===== config.mk =====
export PLATFORM = sky130hd
export DESIGN_NAME = gemm_panel_pack_address_gen_top
export DESIGN_NICKNAME = d
export VERILOG_FILES = /design/src/hdl/gppag_pkg.sv /design/src/hdl/gemm_panel_pack_address_gen_top.sv
export SDC_FILE = /design/constraint.sdc
export NUM_CORES = 2
export LEC_CHECK = 0
export ABC_CLOCK_PERIOD_IN_PS = 10270
export BUFFER_PORTS_ARGS = -buffer_cell sky130_fd_sc_hd__buf_2
export CORE_UTILIZATION = 50
export CTS_CLUSTER_DIAMETER = 120
export DETAILED_ROUTE_END_ITERATION = 7
export PLACE_DENSITY = 0.75
export SETUP_SLACK_MARGIN = 0.05
export SLEW_MARGIN = 40
export SYNTH_ARGS = -nofsm -noshare
export SYNTH_HDL_FRONTEND = slang
export SYNTH_SLANG_ARGS = --single-unit
export TNS_END_PERCENT = 50

===== constraint.sdc =====
create_clock -name clk_i -period 10.27 [get_ports clk_i]
set_input_delay 1.5405 -clock clk_i [delete_from_list [all_inputs] [get_ports clk_i]]
set_output_delay 1.5405 -clock clk_i [all_outputs]
set_load 0.05 [all_outputs]

===== src/hdl/gppag_pkg.sv =====
// ----------------------------------------------------------------------------
// GEMM panel pack address generator package
// Shared constants for the panel packing address generator: configuration
// register indexes, block widths and counter widths.
// ----------------------------------------------------------------------------
package gppag_pkg;

  // Width of the configuration register index.
  localparam int unsigned CFG_IDX_W = 3;

  // Width of the column-in-block counter and of a block width.
  localparam int unsigned BLK_W = 3;

  // The packed element counter wraps at 2^32.
  localparam int unsigned COUNT_BITS = 32;

  // Configuration register indexes.
  typedef enum logic [CFG_IDX_W-1:0] {
    REG_K_LENGTH    = 3'd0,
    REG_M_LENGTH    = 3'd1,
    REG_ROW_STRIDE  = 3'd2,
    REG_K_OFFSET    = 3'd3,
    REG_M_OFFSET    = 3'd4,
    REG_BLOCK_MODE  = 3'd5,
    REG_SOURCE_BASE = 3'd6,
    REG_DEST_BASE   = 3'd7
  } cfg_reg_e;

  // Column block widths.
  localparam logic [BLK_W-1:0] BW_ONE  = 3'd1;
  localparam logic [BLK_W-1:0] BW_TWO  = 3'd2;
  localparam logic [BLK_W-1:0] BW_FOUR = 3'd4;
  localparam logic [BLK_W-1:0] BW_SIX  = 3'd6;

endpackage


===== src/hdl/gemm_panel_pack_address_gen_top.sv =====
// ----------------------------------------------------------------------------
// GEMM panel pack address generator
// Emits one source/destination element address pair per request, walking a
// K-by-M submatrix in column blocks and row pairs to build a packed panel.
// ----------------------------------------------------------------------------
// A request is taken in every cycle while the pipeline has room; each one
// passes the position update, row/column offset, multiply and final add in
// order, so the sustained rate is one address pair per cycle unless the
// output stalls. The input can keep accepting while a finished result waits
// on the output, until all four stages hold an item. A request made while
// k_length or m_length is zero is consumed without a result and leaves the
// walk position unchanged. Restart set begins the walk at the first element;
// clear advances to the next one (the first if the held position no longer
// fits), wrapping to the first after the final element (marked with tlast).
module gemm_panel_pack_address_gen_top
  import gppag_pkg::*;
#(
  parameter int unsigned DIM_BITS  = 16,
  parameter int unsigned ADDR_BITS = 48
) (
  input  logic                                       clk_i,
  input  logic                                       rst_ni,
  // Configuration write port.
  input  logic                                       cfg_we_i,
  input  logic [CFG_IDX_W-1:0]                       cfg_idx_i,
  input  logic [((ADDR_BITS > DIM_BITS) ? ADDR_BITS : DIM_BITS)-1:0] cfg_data_i,
  // Request stream.
  input  logic                                       s_axis_tvalid,
  output logic                                       s_axis_tready,
  input  logic [7:0]                                 s_axis_tdata,  // [0] restart
  // Result stream.
  output logic                                       m_axis_tvalid,
  input  logic                                       m_axis_tready,
  // source_address, then dest_address, zero padded to whole bytes
  output logic [((2*ADDR_BITS+7)/8)*8-1:0]           m_axis_tdata,
  output logic                                       m_axis_tlast   // last element
);

  localparam int unsigned OUT_W  = ((2*ADDR_BITS + 7) / 8) * 8;
  localparam int unsigned PROD_W = 2*DIM_BITS + 1;

  // Walk position within the pack.
  typedef struct packed {
    logic [DIM_BITS-1:0]   bfc;  // first column of the current block
    logic [DIM_BITS-1:0]   pfr;  // first row of the current row pair
    logic [BLK_W-1:0]      cib;  // column within the block
    logic                  rip;  // row within the pair
    logic [COUNT_BITS-1:0] dc;   // packed element index
  } pos_t;

  // Width of the block that starts with rem columns still to pack.
  function automatic logic [BLK_W-1:0] width_for(input logic mode,
                                                  input logic [DIM_BITS-1:0] rem);
    logic [BLK_W-1:0] w;
    if (mode && (rem >= DIM_BITS'(BW_SIX))) begin
      w = BW_SIX;
    end else if (rem >= DIM_BITS'(BW_FOUR)) begin
      w = BW_FOUR;
    end else if (rem >= DIM_BITS'(BW_TWO)) begin
      w = BW_TWO;
    end else begin
      w = BW_ONE;
    end
    return w;
  endfunction

  // Configuration registers.
  logic [DIM_BITS-1:0]  k_len_q, m_len_q, stride_q, k_off_q, m_off_q;
  logic                 mode_q;
  logic [ADDR_BITS-1:0] src_base_q, dst_base_q;

  always_ff @(posedge clk_i or negedge rst_ni) begin
    if (!rst_ni) begin
      k_len_q    <= DIM_BITS'(1);
      m_len_q    <= DIM_BITS'(1);
      stride_q   <= DIM_BITS'(1);
      k_off_q    <= '0;
      m_off_q    <= '0;
      mode_q     <= 1'b0;
      src_base_q <= '0;
      dst_base_q <= '0;
    end else if (cfg_we_i) begin
      case (cfg_idx_i)
        REG_K_LENGTH:    k_len_q    <= cfg_data_i[DIM_BITS-1:0];
        REG_M_LENGTH:    m_len_q    <= cfg_data_i[DIM_BITS-1:0];
        REG_ROW_STRIDE:  stride_q   <= cfg_data_i[DIM_BITS-1:0];
        REG_K_OFFSET:    k_off_q    <= cfg_data_i[DIM_BITS-1:0];
        REG_M_OFFSET:    m_off_q    <= cfg_data_i[DIM_BITS-1:0];
        REG_BLOCK_MODE:  mode_q     <= cfg_data_i[0];
        REG_SOURCE_BASE: src_base_q <= cfg_data_i[ADDR_BITS-1:0];
        REG_DEST_BASE:   dst_base_q <= cfg_data_i[ADDR_BITS-1:0];
        default: ;
      endcase
    end
  end

  // Pipeline flow control: a stage loads when it is empty or moves on.
  logic out_v_q, s3_v_q, s2_v_q, s1_v_q;
  logic rdy_out, rdy3, rdy2, accept, len_ok;

  assign rdy_out       = !out_v_q || m_axis_tready;
  assign rdy3          = !s3_v_q || rdy_out;
  assign rdy2          = !s2_v_q || rdy3;
  assign s_axis_tready = !s1_v_q || rdy2;
  assign accept        = s_axis_tvalid && s_axis_tready;
  assign len_ok        = (k_len_q != '0) && (m_len_q != '0);

  // Position update: restart, advance, or restart on a stale position.
  pos_t                pos_q, pos_d;
  logic [DIM_BITS-1:0] rem_cur;
  logic [BLK_W-1:0]    bw_cur;
  logic [DIM_BITS:0]   pfr_x, k_x, m_x, bfc_sum;
  logic                pair_two, pos_ok;

  assign rem_cur  = m_len_q - pos_q.bfc;
  assign bw_cur   = width_for(mode_q, rem_cur);
  assign pfr_x    = {1'b0, pos_q.pfr};
  assign k_x      = {1'b0, k_len_q};
  assign m_x      = {1'b0, m_len_q};
  assign pair_two = (pfr_x + (DIM_BITS+1)'(1)) < k_x;
  assign bfc_sum  = {1'b0, pos_q.bfc} + (DIM_BITS+1)'(bw_cur);
  assign pos_ok   = (pos_q.bfc < m_len_q) && (pos_q.pfr < k_len_q) &&
                    (pos_q.cib < bw_cur) && (!pos_q.rip || pair_two);

  always_comb begin
    pos_d = '0;
    if (!s_axis_tdata[0] && pos_ok) begin
      pos_d    = pos_q;
      pos_d.dc = pos_q.dc + COUNT_BITS'(1);
      if (!pos_q.rip && pair_two) begin
        pos_d.rip = 1'b1;
      end else begin
        pos_d.rip = 1'b0;
        if ((pos_q.cib + BLK_W'(1)) < bw_cur) begin
          pos_d.cib = pos_q.cib + BLK_W'(1);
        end else begin
          pos_d.cib = '0;
          if ((pfr_x + (DIM_BITS+1)'(2)) < k_x) begin
            pos_d.pfr = pos_q.pfr + DIM_BITS'(2);
          end else if (bfc_sum >= m_x) begin
            // Past the final element: back to the first one.
            pos_d = '0;
          end else begin
            pos_d.pfr = '0;
            pos_d.bfc = bfc_sum[DIM_BITS-1:0];
          end
        end
      end
    end
  end

  always_ff @(posedge clk_i or negedge rst_ni) begin
    if (!rst_ni) begin
      pos_q <= '0;
    end else if (accept && len_ok) begin
      pos_q <= pos_d;
    end
  end

  // Stage 1: snapshot of the new position.
  pos_t s1_pos_q;

  always_ff @(posedge clk_i or negedge rst_ni) begin
    if (!rst_ni) begin
      s1_v_q <= 1'b0;
    end else if (s_axis_tready) begin
      s1_v_q <= accept && len_ok;
    end
  end

  always_ff @(posedge clk_i) begin
    if (accept && len_ok) begin
      s1_pos_q <= pos_d;
    end
  end

  // Stage 2: row and column offsets, destination address, final flag.
  logic [DIM_BITS-1:0]  rem2, row2, col2;
  logic [BLK_W-1:0]     bw2;
  logic [DIM_BITS:0]    pfr2_x;
  logic                 pair2, last2;
  logic [DIM_BITS:0]    kr_q, mcol_q;
  logic [ADDR_BITS-1:0] dest2_q;
  logic                 last2_q;

  assign rem2   = m_len_q - s1_pos_q.bfc;
  assign bw2    = width_for(mode_q, rem2);
  assign pfr2_x = {1'b0, s1_pos_q.pfr};
  assign pair2  = (pfr2_x + (DIM_BITS+1)'(1)) < k_x;
  assign row2   = s1_pos_q.pfr + DIM_BITS'(s1_pos_q.rip);
  assign col2   = s1_pos_q.bfc + DIM_BITS'(s1_pos_q.cib);
  assign last2  = (({1'b0, s1_pos_q.bfc} + (DIM_BITS+1)'(bw2)) >= m_x) &&
                  ((s1_pos_q.cib + BLK_W'(1)) == bw2) &&
                  ((pfr2_x + (DIM_BITS+1)'(2)) >= k_x) &&
                  (s1_pos_q.rip == pair2);

  always_ff @(posedge clk_i or negedge rst_ni) begin
    if (!rst_ni) begin
      s2_v_q <= 1'b0;
    end else if (rdy2) begin
      s2_v_q <= s1_v_q;
    end
  end

  always_ff @(posedge clk_i) begin
    if (rdy2 && s1_v_q) begin
      kr_q    <= {1'b0, k_off_q} + {1'b0, row2};
      mcol_q  <= {1'b0, m_off_q} + {1'b0, col2};
      dest2_q <= dst_base_q + ADDR_BITS'(s1_pos_q.dc);
      last2_q <= last2;
    end
  end

  // Stage 3: row offset times stride, base plus column.
  logic [PROD_W-1:0]    prod_q;
  logic [ADDR_BITS-1:0] bcol_q, dest3_q;
  logic                 last3_q;

  always_ff @(posedge clk_i or negedge rst_ni) begin
    if (!rst_ni) begin
      s3_v_q <= 1'b0;
    end else if (rdy3) begin
      s3_v_q <= s2_v_q;
    end
  end

  always_ff @(posedge clk_i) begin
    if (rdy3 && s2_v_q) begin
      prod_q  <= PROD_W'(kr_q) * PROD_W'(stride_q);
      bcol_q  <= src_base_q + ADDR_BITS'(mcol_q);
      dest3_q <= dest2_q;
      last3_q <= last2_q;
    end
  end

  // Output register: final source address sum.
  logic [ADDR_BITS-1:0] src_out_q, dest_out_q;
  logic                 last_out_q;

  always_ff @(posedge clk_i or negedge rst_ni) begin
    if (!rst_ni) begin
      out_v_q <= 1'b0;
    end else if (rdy_out) begin
      out_v_q <= s3_v_q;
    end
  end

  always_ff @(posedge clk_i) begin
    if (rdy_out && s3_v_q) begin
      src_out_q  <= bcol_q + ADDR_BITS'(prod_q);
      dest_out_q <= dest3_q;
      last_out_q <= last3_q;
    end
  end

  assign m_axis_tvalid = out_v_q;
  assign m_axis_tdata  = OUT_W'({dest_out_q, src_out_q});
  assign m_axis_tlast  = last_out_q;

endmodule


== After elaboration in Yosys (flattened, before gate mapping) ==
Index checks and enable logic that the tools add are counted.

* Add/subtract/negate cells: 19
* $mul: 1
* Divide/modulo/power cells: 0
* $lt $le $gt $ge: 16
* Eq/ne operators: 9
* Shifts and indexed selects: 0
* Mux-type cells: 18
* Bitwise logic cells: 0
* Reduce and logical (&&, ||, !) cells: 38

{| class="wikitable"
|+ Operator list
! operator !! number
|-
| 32-bit two-way mux || 4
|-
| 68-bit two-way mux || 1
|-
| 16-bit by 3-bit greater-or-equal comparator with 1-bit output (second input constant) || 4
|-
| 17-bit by 16-bit greater-or-equal comparator with 1-bit output || 3
|-
| 17-bit by 16-bit < comparator with 1-bit output || 3
|-
| 48-bit by 17-bit adder with 48-bit output || 1
|-
| 48-bit by 32-bit adder with 48-bit output || 1
|-
| 48-bit by 33-bit adder with 48-bit output || 1
|-
| 36-bit two-way mux || 1
|-
| 35-bit two-way mux || 1
|-
| 16-bit by 1-bit adder with 17-bit output (second input constant) || 2
|-
| 16-bit by 16-bit adder with 17-bit output || 2
|-
| 16-bit by 2-bit adder with 17-bit output (second input constant) || 2
|-
| 16-bit by 3-bit adder with 17-bit output || 2
|-
| 17-bit by 16-bit multiplier with 33-bit output || 1
|-
| 33-bit two-way mux || 1
|-
| 32-bit by 1-bit adder with 32-bit output (second input constant) || 1
|-
| 16-bit by 2-bit greater-or-equal comparator with 1-bit output (second input constant) || 2
|-
| 16-bit < comparator || 2
|-
| 16-bit two-way mux || 2
|-
| 16-bit nonzero test || 2
|-
| 16-bit subtractor || 2
|-
| 16-bit by 1-bit adder with 16-bit output || 1
|-
| 16-bit by 2-bit adder with 16-bit output (second input constant) || 1
|-
| 16 further kinds || 58
|}

* Flip-flop bits (word level): 627
* Bits in latches: 0
* Memory bits (writable): 0
* Bits in read-only memories: 0
* Output and inout port bits: 99
* Word-level logic and storage cells: 134
* Memories: 0

== Depth between registers and ports, before layout ==
* Depth in word-level cells: 12
* Mapped depth: 32

== Worst setup path after synthesis ==
OpenSTA, ideal clock, no wires.

* Path kind: reg2reg
* From: register m_len_q[0]
* To: register pos_q[13] in the netlist's numbering
* Arrival time: 7.259 ns
* Required time: 10.186 ns
* Slack: 2.928 ns
* Cell stages (with the launch flop): 32
* Path buffers: 1
* Clock period less this slack: 7.342 ns
* Cell sequence: dfstp_2 -> inv_1 -> ha_1 -> inv_1 -> fa_1 -> a21o_1 -> a221oi_2 -> o21ai_1 -> mux2_2 -> or4_4 -> a2111oi_4 -> nand3b_1 -> inv_1 -> o22a_1 -> inv_1 -> fa_1 -> nor2b_1 -> nor2_1 -> or3_1 -> nor3_1 -> and3_1 -> nand3_1 -> xnor2_1 -> ha_1 -> a211o_1 -> a221oi_1 -> o21ai_0 -> a41o_1 -> nand4b_1 -> clkbuf_1 -> nand3_2 -> o22ai_1

* Longest elaborated chain between the ends: 12
* Elaborated cells on any way between the ends: 25
* Those cells by class: add/sub (2); order compare (7); mux (8); reduce/logical (8)

{| class="wikitable"
|+ RTL lines
! item !! RTL line !! source
|-
| from (decl) || gemm_panel_pack_address_gen_top.sv:68 || <nowiki>logic [DIM_BITS-1:0] k_len_q, m_len_q, stride_q, k_off_q, m_off_q;</nowiki>
|-
| from (signal assigned) || gemm_panel_pack_address_gen_top.sv:85 || <nowiki>REG_M_LENGTH: m_len_q <= cfg_data_i[DIM_BITS-1:0];</nowiki>
|-
| 16-bit subtractor || gemm_panel_pack_address_gen_top.sv:115 || <nowiki>assign rem_cur = m_len_q - pos_q.bfc;</nowiki>
|-
| 16-bit by 2-bit greater-or-equal comparator with 1-bit output || gemm_panel_pack_address_gen_top.sv:59 || <nowiki>end else if (rem >= DIM_BITS'(BW_TWO)) begin</nowiki>
|-
| 2-bit two-way mux || gemm_panel_pack_address_gen_top.sv:59 ||
|-
| 3-bit two-way mux || gemm_panel_pack_address_gen_top.sv:57 || <nowiki>end else if (rem >= DIM_BITS'(BW_FOUR)) begin</nowiki>
|-
| 3-bit two-way mux || gemm_panel_pack_address_gen_top.sv:55 || <nowiki>if (mode && (rem >= DIM_BITS'(BW_SIX))) begin</nowiki>
|-
| 16-bit by 3-bit adder with 17-bit output || gemm_panel_pack_address_gen_top.sv:121 || <nowiki>assign bfc_sum = {1'b0, pos_q.bfc} + (DIM_BITS+1)'(bw_cur);</nowiki>
|-
| 17-bit by 16-bit greater-or-equal comparator with 1-bit output || gemm_panel_pack_address_gen_top.sv:140 || <nowiki>end else if (bfc_sum >= m_x) begin</nowiki>
|-
| 32-bit two-way mux || gemm_panel_pack_address_gen_top.sv:140 ||
|-
| 36-bit two-way mux || gemm_panel_pack_address_gen_top.sv:138 || <nowiki>if ((pfr_x + (DIM_BITS+1)'(2)) < k_x) begin</nowiki>
|-
| 33-bit two-way mux || gemm_panel_pack_address_gen_top.sv:134 || <nowiki>if ((pos_q.cib + BLK_W'(1)) < bw_cur) begin</nowiki>
|-
| 32-bit two-way mux || gemm_panel_pack_address_gen_top.sv:130 || <nowiki>if (!pos_q.rip && pair_two) begin</nowiki>
|-
| 68-bit two-way mux || gemm_panel_pack_address_gen_top.sv:127 || <nowiki>if (!s_axis_tdata[0] && pos_ok) begin</nowiki>
|-
| to (signal assigned) || gemm_panel_pack_address_gen_top.sv:156 || <nowiki>pos_q <= pos_d;</nowiki>
|-
| to (decl) || gemm_panel_pack_address_gen_top.sv:109 || <nowiki>pos_t pos_q, pos_d;</nowiki>
|}

Parallel ways exist; a longest one is shown, timed or not.
A chain may end at the register's enable or synchronous reset.

==> qor.csv <==
stage;metric;value;unit
route;vias;32203;
finish;area_growth;9.93;%
clocking;cts_made_buffers;70;
logic_synthesis;yosysMostFrequentCell;inv_1;
logic_synthesis;synth-edff-count;378;
critical_path;critPathMaxStageDelay;620;ps
clocking;cts_buffer_depth;3;
logic_synthesis;synth-main-ff-cell;edfxtp_1;
timing;worst_pin_slew;805;ps
logic_synthesis;yosysTopAreaCellShare;0.255;
timing;hold_viol_final;0;
finish;nNetsFinal;5027;
die;rows;109;
flow_run;drv_cap;0;
logic_synthesis;async_flop_share;0.397;
timing;finalSetupViolations;0;
critical_path;crit_fanout;8;
route;vias_per_cell;5.76;
finish;final_cells;5588;
die;start_util;0.504;
clocking;hold_buffers;0;
grt;grt_max_degree;76;
grt;grt_overflow_total;0;
route;drc;0;
timing;final.setup_skew;43.3;ps
die;core_area;0.0884;sq mm
grt;grt_pass1_wl;172000;microns
logic_synthesis;synthCells;4265;
grt;grt_pass1_vias;31976;
critical_path;endpoint_kind;register;
logic_synthesis;synth_area;0.0446;sq mm
logic_synthesis;ys_seq_elements;627;
timing;slew_violations;0;
placed_design;hpwlAfterDp;80700;microns
critical_path;path_delay_family;compound AO/OA/AOI/OAI gates;
route;firstDrtPassIters;6;
clocking;cts_root_buf;clkbuf_16;
placed_design;gp_congestion;0.933;
clocking;clk_pin_slew;60;ps
run_status;status;finished clean;
critical_path;worstPathArrival;9300;ps
clocking;post-cts-setup-buffers;0;
timing;final.setup.tns;0;ps
die;dieWidth;301;microns
logic_synthesis;syn_area_per_cell;10.5;sq um
critical_path;crit_type;reg -> reg;
placed_design;numPlacedInstances;5455;
logic_synthesis;netlist_top_cells_area;edfxtp_1 (25%), dfrtp_1 (14%), ha_1 (11%);
critical_path;cpMostUsedCell;inv_1;
logic_synthesis;yosys.area.top_type;edfxtp_1;
clocking;post_cts_resized;0;
logic_synthesis;yosys-top-cells-count;inv_1 (402), nand2_1 (397), ha_1 (381), edfxtp_1 (378), dfrtp_1 (246);
critical_path;start_kind;register;
clocking;cts_num_sinks;627;
logic_synthesis;ys_seq_area_frac;0.394;
finish;drive_above_1_share;0.110;
grt;antenna_found_initial;2;
critical_path;critPathRequiredTime;10740;ps
timing;slew_headroom;0.449;
critical_path;path_buf_inv;6;
clocking;cts_tree;built;
timing;fin_crit_sh;0.859;
route;wire_per_inst;19.3;microns
logic_synthesis;yosysUniqueCellTypes;85;
timing;min_period;8820;ps
route;drtIter0Drc;2514;
die;pin_count;163;
logic_synthesis;synth_fp_nets;4928;
timing;max_freq;113;MHz
finish;post-route-util;0.555;
critical_path;slowest_stage;a41oi_1;
logic_synthesis;ys_warn_count;0;
route;wl;108000;microns
finish;num-fill-cells;7447;
timing;rsz0062_at_grt;no;
clocking;clk_latency;640;ps
placed_design;numPortBuffers;155;
grt;grtUsageTotal;0.240;
clocking;htree_num_levels;3;
route;postRouteAntennaNets;0;
die;die_area;0.0904;sq mm
hold_path;hp-class;reg -> reg;
die;die_y;301;microns
flip-flops by register name, summed over array words and instances, names as in the netlist, 17 cells and up:
register / count
dst_base_q: 48
pos_q: 52
prod_q: 33
mcol_q: 17
dest3_q: 48
kr_q: 17
bcol_q: 48
src_base_q: 48
dest_out_q: 48
src_out_q: 48
s1_pos_q: 52
dest2_q: 48
routing by layer:
layer / vias up / GRT usage / share of wire
met5: - / 0 / 0
met4: 0 / 0.0845 / 0.033
met1: 15786 / 0.320 / 0.43
met2: 991 / 0.398 / 0.48
met3: 201 / 0.0359 / 0.062
li1: 15225 / - / -
final timing paths:
check	start	end	slack, ps	cells after the start
hold reg to reg	dest3_q[2]$_DFFE_PP_	dest_out_q[2]$_DFFE_PP_	400	0
setup / recovery	m_len_q[0]$_DFFE_PN1P_	s1_pos_q[55]$_DFFE_PP_	1450	32
hold / removal	dest3_q[2]$_DFFE_PP_	dest_out_q[2]$_DFFE_PP_	400	0
max in group asynchronous	rst_ni	pos_q[33]$_DFFE_PN0P_	7630	3
setup reg to reg	m_len_q[0]$_DFFE_PN1P_	s1_pos_q[55]$_DFFE_PP_	1450	32
min in group asynchronous	rst_ni	dst_base_q[42]$_DFFE_PN0P_	830	1
worst register-to-register path, delay by kind of cell (launching register included):
family          cells  cell delay [ps]
fa+ha+maj           4             1400
compound gates     10             2710
flops               1              390
mux                 1              280
buf+inv             6              970
xor+xnor            1              240
simple gates       10             2680
cells by family after synthesis:
logic type,count (synthesis),share of synthesized area
and+or+nand+nor,1260,0.140
AOI/OAI and AO/OA,717,0.105
DFF,627,0.394
adders and majority gates,599,0.205
buffers and inverters,561,0.0475
xor gates and xnor gates,323,0.0635
muxes,178,0.0441
placed cells by master, fill, tap and decap left out, drive strengths merged, types with 79 or more instances in the layout:
cell / Yosys / routed
inv: 402 / 406
nand2: 397 / 397
ha: 381 / 381
edfxtp: 378 / 378
dfrtp: 246 / 246
xnor2: 234 / 234
fa: 218 / 218
nor2: 203 / 203
a21oi: 198 / 198
buf: 23 / 185
mux2: 149 / 149
o21ai: 146 / 146
nand3: 140 / 140
and2: 128 / 128
nand4: 99 / 99
clkbuf: 135 / 99
xor2: 89 / 89
a21o: 79 / 79
area by class of cell:
class                           count  area [sq um]  share of cell area
Tap cell                         1165          1460              0.0297
Multi-Input combinational cell   3077         24900               0.509
Inverter                          403          1510              0.0309
Timing Repair Buffer              185          1040              0.0212
Clock buffer                       99          1980              0.0404
Antenna cell                        1          2.50           0.0000511
Sequential cell                   627         17600               0.359
Clock inverter                     31           502              0.0102
stage by stage:
stage / hold slack [ps] / setup WS (ps) / area (sq um)
after floorplan: 400 / 2930 / 44600
after global placement: 403 / 1730 / 46500
after detailed placement: 405 / 1680 / 46500
after CTS: 405 / 1620 / 49000
after global routing: 420 / 1070 / 49000
final: 402 / 1450 / 49000
Power is not shown: default switching activity piles up to over one toggle a cycle in this logic, so the estimate is an artifact.
